==> config.mk <==
export PLATFORM = sky130hd
export DESIGN_NAME = hcm_ctrl
export DESIGN_NICKNAME = d
export VERILOG_FILES = /design/src/sv/hcm_pkg.sv /design/src/sv/hcm_ctrl.sv
export SDC_FILE = /design/constraint.sdc
export NUM_CORES = 1
export LEC_CHECK = 0
export BUFFER_PORTS_ARGS = -buffer_cell sky130_fd_sc_hd__buf_4
export CAP_MARGIN = 30
export CORE_AREA = 8 8 45 47
export DETAILED_ROUTE_END_ITERATION = 12
export DIE_AREA = 0 0 53 55
export GPL_ROUTABILITY_DRIVEN = 0
export PLACE_DENSITY = 0.37
export SLEW_MARGIN = 20
export SYNTH_ARGS = -nofsm -noshare
export SYNTH_HDL_FRONTEND = slang
export SYNTH_SLANG_ARGS = --single-unit
==> constraint.sdc <==
create_clock -name clk -period 1.25 [get_ports clk]
set_input_delay 0 -clock clk [delete_from_list [all_inputs] [get_ports clk]]
set_output_delay 0 -clock clk [all_outputs]
set_load 0.05 [all_outputs]
==> src/sv/hcm_pkg.sv <==
`default_nettype none
package hcm_pkg;

    localparam int OP_W   = 2;
    localparam int KEY_W  = 31;
    localparam int VAL_W  = 32;
    localparam int ST_W   = 2;
    localparam int CFG_W  = 12;
    localparam int RESET_BUCKETS = 16;

    localparam logic [OP_W-1:0] OP_INSERT = 2'd0;
    localparam logic [OP_W-1:0] OP_REMOVE = 2'd1;
    localparam logic [OP_W-1:0] OP_LOOKUP = 2'd2;

    localparam logic [ST_W-1:0] STAT_OK       = 2'd0;
    localparam logic [ST_W-1:0] STAT_DUP      = 2'd1;
    localparam logic [ST_W-1:0] STAT_NOTFOUND = 2'd2;
    localparam logic [ST_W-1:0] STAT_FULL     = 2'd3;

    typedef enum logic [2:0] {
        ST_IDLE,
        ST_READ,
        ST_CMP,
        ST_MOVE_RD,
        ST_MOVE_WR,
        ST_FINISH
    } state_t;

    typedef struct packed {
        logic start;
        logic scan_rd;
        logic scan_cmp;
        logic move_rd;
        logic move_wr;
        logic finish;
    } ctrl_cmd_t;

    typedef struct packed {
        logic empty;
        logic last;
        logic match;
        logic op_remove;
        logic out_free;
    } dp_stat_t;

endpackage
`default_nettype wire

==> src/sv/hcm_ctrl.sv <==
`default_nettype none
module hcm_ctrl (
    input  wire logic               clk,
    input  wire logic               rst_n,
    input  wire logic               in_valid,
    output logic                    in_ready,
    input  wire hcm_pkg::dp_stat_t  stat,
    output hcm_pkg::ctrl_cmd_t      cmd
);

    hcm_pkg::state_t state_reg;
    hcm_pkg::state_t state_next;

    always_ff @(posedge clk or negedge rst_n)
    begin
        if (!rst_n)
        begin
            state_reg <= hcm_pkg::ST_IDLE;
        end
        else
        begin
            state_reg <= state_next;
        end
    end

    always_comb
    begin
        state_next = state_reg;
        unique case (state_reg)
            hcm_pkg::ST_IDLE:
            begin
                if (in_valid)
                begin
                    state_next = stat.empty ? hcm_pkg::ST_FINISH : hcm_pkg::ST_READ;
                end
            end
            hcm_pkg::ST_READ:
            begin
                state_next = hcm_pkg::ST_CMP;
            end
            hcm_pkg::ST_CMP:
            begin
                priority if (stat.match)
                begin
                    state_next = stat.op_remove ? hcm_pkg::ST_MOVE_RD : hcm_pkg::ST_FINISH;
                end
                else if (stat.last)
                begin
                    state_next = hcm_pkg::ST_FINISH;
                end
                else
                begin
                    state_next = hcm_pkg::ST_READ;
                end
            end
            hcm_pkg::ST_MOVE_RD:
            begin
                state_next = hcm_pkg::ST_MOVE_WR;
            end
            hcm_pkg::ST_MOVE_WR:
            begin
                state_next = hcm_pkg::ST_FINISH;
            end
            hcm_pkg::ST_FINISH:
            begin
                if (stat.out_free)
                begin
                    state_next = hcm_pkg::ST_IDLE;
                end
            end
            default:
            begin
                state_next = hcm_pkg::ST_IDLE;
            end
        endcase
    end

    always_comb
    begin
        in_ready     = (state_reg == hcm_pkg::ST_IDLE);
        cmd.start    = (state_reg == hcm_pkg::ST_IDLE) && in_valid;
        cmd.scan_rd  = (state_reg == hcm_pkg::ST_READ);
        cmd.scan_cmp = (state_reg == hcm_pkg::ST_CMP);
        cmd.move_rd  = (state_reg == hcm_pkg::ST_MOVE_RD);
        cmd.move_wr  = (state_reg == hcm_pkg::ST_MOVE_WR);
        cmd.finish   = (state_reg == hcm_pkg::ST_FINISH) && stat.out_free;
    end

endmodule
`default_nettype wire

After elaboration in Yosys (flattened, before gate mapping). Cells that the tools add are included.

Eq/ne operators: 7. Muxes and demuxes: 7. Reduce and logical (&&, ||, !) cells: 4.

Operators by type and width (count): $mux W3 (6); $pmux W3 S6 (1); $eq A3 B2 Y1 const B (2); $eq A3 B3 Y1 const B (2); $ne A2 B2 Y1 const B (2); $eq A3 B1 Y1 const B (1); $logic_not A3 Y1 (1); $logic_and A1 B1 Y1 (2); $reduce_and A2 Y1 (1).

Bits in registers: 3. Input port bits: 8. Output and inout bits: 7. Logic and storage cells: 19.

Logic depth before layout (Yosys ltp).
Depth after elaboration: 3. Gate-level depth with buffers: 4. Mapped depth without buffers: 4.

Worst setup path before layout. OpenSTA, ideal clock, no wires.

Path kind: register to output. From: register state_reg[2]. To: output port cmd[5] (netlist bit). Arrival time: 2.197 ns. Data required time: 1.250 ns. Path slack: -0.947 ns. Cell stages (with the launch flop): 4. Path buffers: 1. Path through: dfrtp_1 -> buf_6 -> nor3_1 -> and2_1.

RTL lines: from (decl) (line hcm_ctrl.sv:11) `hcm_pkg::state_t state_reg;`; from (signal assigned) (line hcm_ctrl.sv:18) `state_reg <= hcm_pkg::ST_IDLE;`; from (signal assigned) (line hcm_ctrl.sv:22) `state_reg <= state_next;`; to (decl) (line hcm_ctrl.sv:8) `output hcm_pkg::ctrl_cmd_t cmd`.

==> results.sh <==
export IMPL_period_needed_ns=1.200
export IMPL_grtUsageTotal_pct=5.093
export IMPL_synthesis_area_sq_um=225.2
export IMPL_slew_headroom_pct=84.08
export IMPL_grt_overflow=0
export IMPL_peakVddDrop_mv=0.7923
export IMPL_syn_instance_count=26
export IMPL_crit_required_ns=1.25
export IMPL_viasPerCell=4.161
export IMPL_via_count=258
export IMPL_cts_buffers=3
export IMPL_power_density_nw_per_um2=2908
export IMPL_multi_input_area_sq_um=172.7
export IMPL_setup_tns_ns=0
export IMPL_wire_per_inst_um=10.29
export IMPL_antennaDiodeCount=0
export IMPL_finalSetupViolCount=0
export IMPL_cts_sink_count=3
export IMPL_ios=15
export IMPL_seq_area_frac_synth_pct=33.33
export IMPL_antenna_found_initial=0
export IMPL_hold_class="input pin to register"
export IMPL_slowest_delay_ns=0.47
export IMPL_syn_nets=34
export IMPL_cts_tree="built"
export IMPL_arrival_ns=1.20
export IMPL_criticalPathCategory="register to primary output"
export IMPL_power_leakage_uw=0.0001895
export IMPL_worst_r2r_endpoint="state_reg[2]$_DFFE_PN0P_"
export IMPL_max_slew_worst_pin_slew_ns=0.2388
export IMPL_dr_pass1_iters=4
export IMPL_period_share_pct=95.97
export IMPL_start_util_pct=16.27
export IMPL_wl_um=638
export IMPL_grt_pass1_wl_um=1131
export IMPL_insertion_delay_ns=0.23
export IMPL_drt_iter0_drc=5
export IMPL_worst_setup_path_end_kind="primary output"
export IMPL_cp_cell_sequence="nor3_4 -> and2_4 -> buf_8"
export IMPL_ant_nets=0
export IMPL_path_buf_inv=1
export IMPL_cts_max_level=1
export IMPL_coreArea_sq_um=1384
export IMPL_worstReg2RegStart="state_reg[2]$_DFFE_PN0P_"
export IMPL_nNetsFinal=55
export IMPL_hp_start="stat[1]"
export IMPL_grt_max_degree=8
export IMPL_rows=14
export IMPL_grt_setup_unrepaired="false"
export IMPL_die_area_sq_um=2915
export IMPL_clk_pin_slew_ns=0.04
export IMPL_hpwl_um=564.8
export IMPL_die_width_um=53
export IMPL_hold_viol_final=0
export IMPL_drv_slew=0
export IMPL_drc=0
export IMPL_clock_skew_ns=0.001334
export IMPL_r2r_cells=4
export IMPL_root_buffer="clkbuf_4"
export IMPL_hold_end="state_reg[1]$_DFFE_PN0P_"
export IMPL_ff_latch_area_sq_um=78.83
export IMPL_path_delay_family="flip-flops"
export IMPL_die_y_um=55
export IMPL_avgSynthCellArea_sq_um=8.662
export IMPL_numPortBuffers=14
export IMPL_grt_pass1_vias=280
export IMPL_area_growth_pct=95.00
export IMPL_maxCapViolCount=0
export IMPL_synthDistinctLibCells=15
export IMPL_fmax_mhz=833.6
export IMPL_cp_start_kind="register"
export IMPL_clock_path_buffers=2
export IMPL_layout_drive_gt1_share_pct=67.39
export IMPL_cp_max_fo=6
export IMPL_status="finished clean"
export IMPL_ys_seq_elements=3
export IMPL_largest_register_ffs=3
export IMPL_fin_ws_ns=0.05038
export IMPL_place_ws_ns=0.08541
export IMPL_fillers=157
export IMPL_hold_depth=2
export IMPL_rrSetupSlack_ns=0.10
export IMPL_ys_warn_count=0
export IMPL_slowest_stage="dfrtp_2"
## cells in the final DEF, fill, tap and decap left out
| master | count |
|---|---|
| a221oi_1 | 1 |
| clkbuf_4 | 3 |
| nand3b_1 | 1 |
| clkbuf_1 | 1 |
| and2_4 | 1 |
| o2bb2ai_1 | 1 |
| nor2_4 | 1 |
| nand2b_4 | 1 |
| dfrtp_2 | 3 |
| and2_1 | 1 |
| nor3_4 | 1 |
| o21ai_0 | 3 |
| o211ai_1 | 1 |
| nand2b_1 | 1 |
| dlygate4sd3_1 | 1 |
| buf_6 | 1 |
| a31o_2 | 1 |
| nand2_1 | 3 |
| nor3_1 | 1 |
| nor2_2 | 3 |
| buf_8 | 1 |
| buf_4 | 14 |
| nor3b_4 | 1 |
## per-layer routing
| metal | wire [um] | global-route usage, % | vias to the layer above |
|---|---|---|---|
| li1 | - | - | 134 |
| met5 | 0 | 0 | - |
| met4 | 13 | 3.879 | 0 |
| met2 | 317 | 7.813 | 11 |
| met3 | 53 | 1.872 | 2 |
| met1 | 254 | 5.657 | 111 |
## area by class of cell
| cell class | instances | area share (%) |
|---|---|---|
| multi-input cells | 22 | 39.32 |
| repair buffers | 17 | 32.19 |
| flip-flops and latches | 3 | 17.95 |
| clock buffers | 4 | 5.983 |
| well taps | 16 | 4.558 |
## report_power, final
part	internal (uW)	switching (uW)
Clock	120	49.7
Combinational	347	494
Sequential	150	117
Total	617	660
## through the flow
step / cell area [sq um] / utilization, % / power, uW / cells / hold slack (ns)
final: 439.2 / 31.74 / 1277 / 62 / 0.02894
after detailed placement: 381.6 / 27.58 / 1063 / 57 / -0.2102
after global routing: 439.2 / 31.74 / 1364 / 62 / 0.02732
after global placement: 381.6 / 27.58 / 1066 / 57 / -0.2114
after CTS: 427.9 / 30.92 / 1271 / 62 / 0.02854
after floorplan: 252.7 / - / 845.5 / 26 / -0.2956
## worst reg2reg max path: cells and delay by family, from the launching register on
kind | cells | cell delay (ns)
compound gates | 2 | 0.31
simple gates | 1 | 0.10
flops | 1 | 0.45
buf+inv | 1 | 0.18
## kinds of logic after synthesis
| logic type | Yosys count | share of synthesized area, % |
|---|---|---|
| compound gates | 7 | 21.67 |
| buf+inv | 1 | 5.000 |
| flops | 3 | 33.33 |
| simple gates | 15 | 40.00 |
## worst max-delay path by stage
stage | from | to | cells after the start
2_1_floorplan | state_reg[0]$_DFFE_PN0P_ | state_reg[2]$_DFFE_PN0P_ | 4
3_3_place_gp | state_reg[2]$_DFFE_PN0P_ | state_reg[2]$_DFFE_PN0P_ | 4
5_1_grt | state_reg[0]$_DFFE_PN0P_ | cmd[1] | 3
4_1_cts | state_reg[1]$_DFFE_PN0P_ | cmd[0] | 3
6_report | state_reg[0]$_DFFE_PN0P_ | cmd[5] | 3
3_5_place_dp | state_reg[2]$_DFFE_PN0P_ | state_reg[2]$_DFFE_PN0P_ | 4
## synthesized netlist by cell type (all sizes together)
library cell / number / share of area, %
nor3b: 1 / 8.3
nand3b: 1 / 3.3
nor2: 4 / 6.7
o21ai: 3 / 6.7
o2bb2ai: 1 / 3.9
and2: 2 / 5.6
dfrtp: 3 / 33
nand2b: 2 / 6.7
o211ai: 1 / 3.3
buf: 1 / 5.0
nor3: 2 / 4.4
nand2: 3 / 5.0
a221oi: 1 / 3.9
a31o: 1 / 3.9
## timing repair
item | in CTS | in global routing
hold buffers | 1 | 0
buffers inserted | 1 | 0
endpoints found under the hold margin | 3 | 0
pin swaps | 1 | 0
resized for setup | 4 | 3
endpoints found under the setup margin | 1 | 3
(Power assumes the default switching activity.)
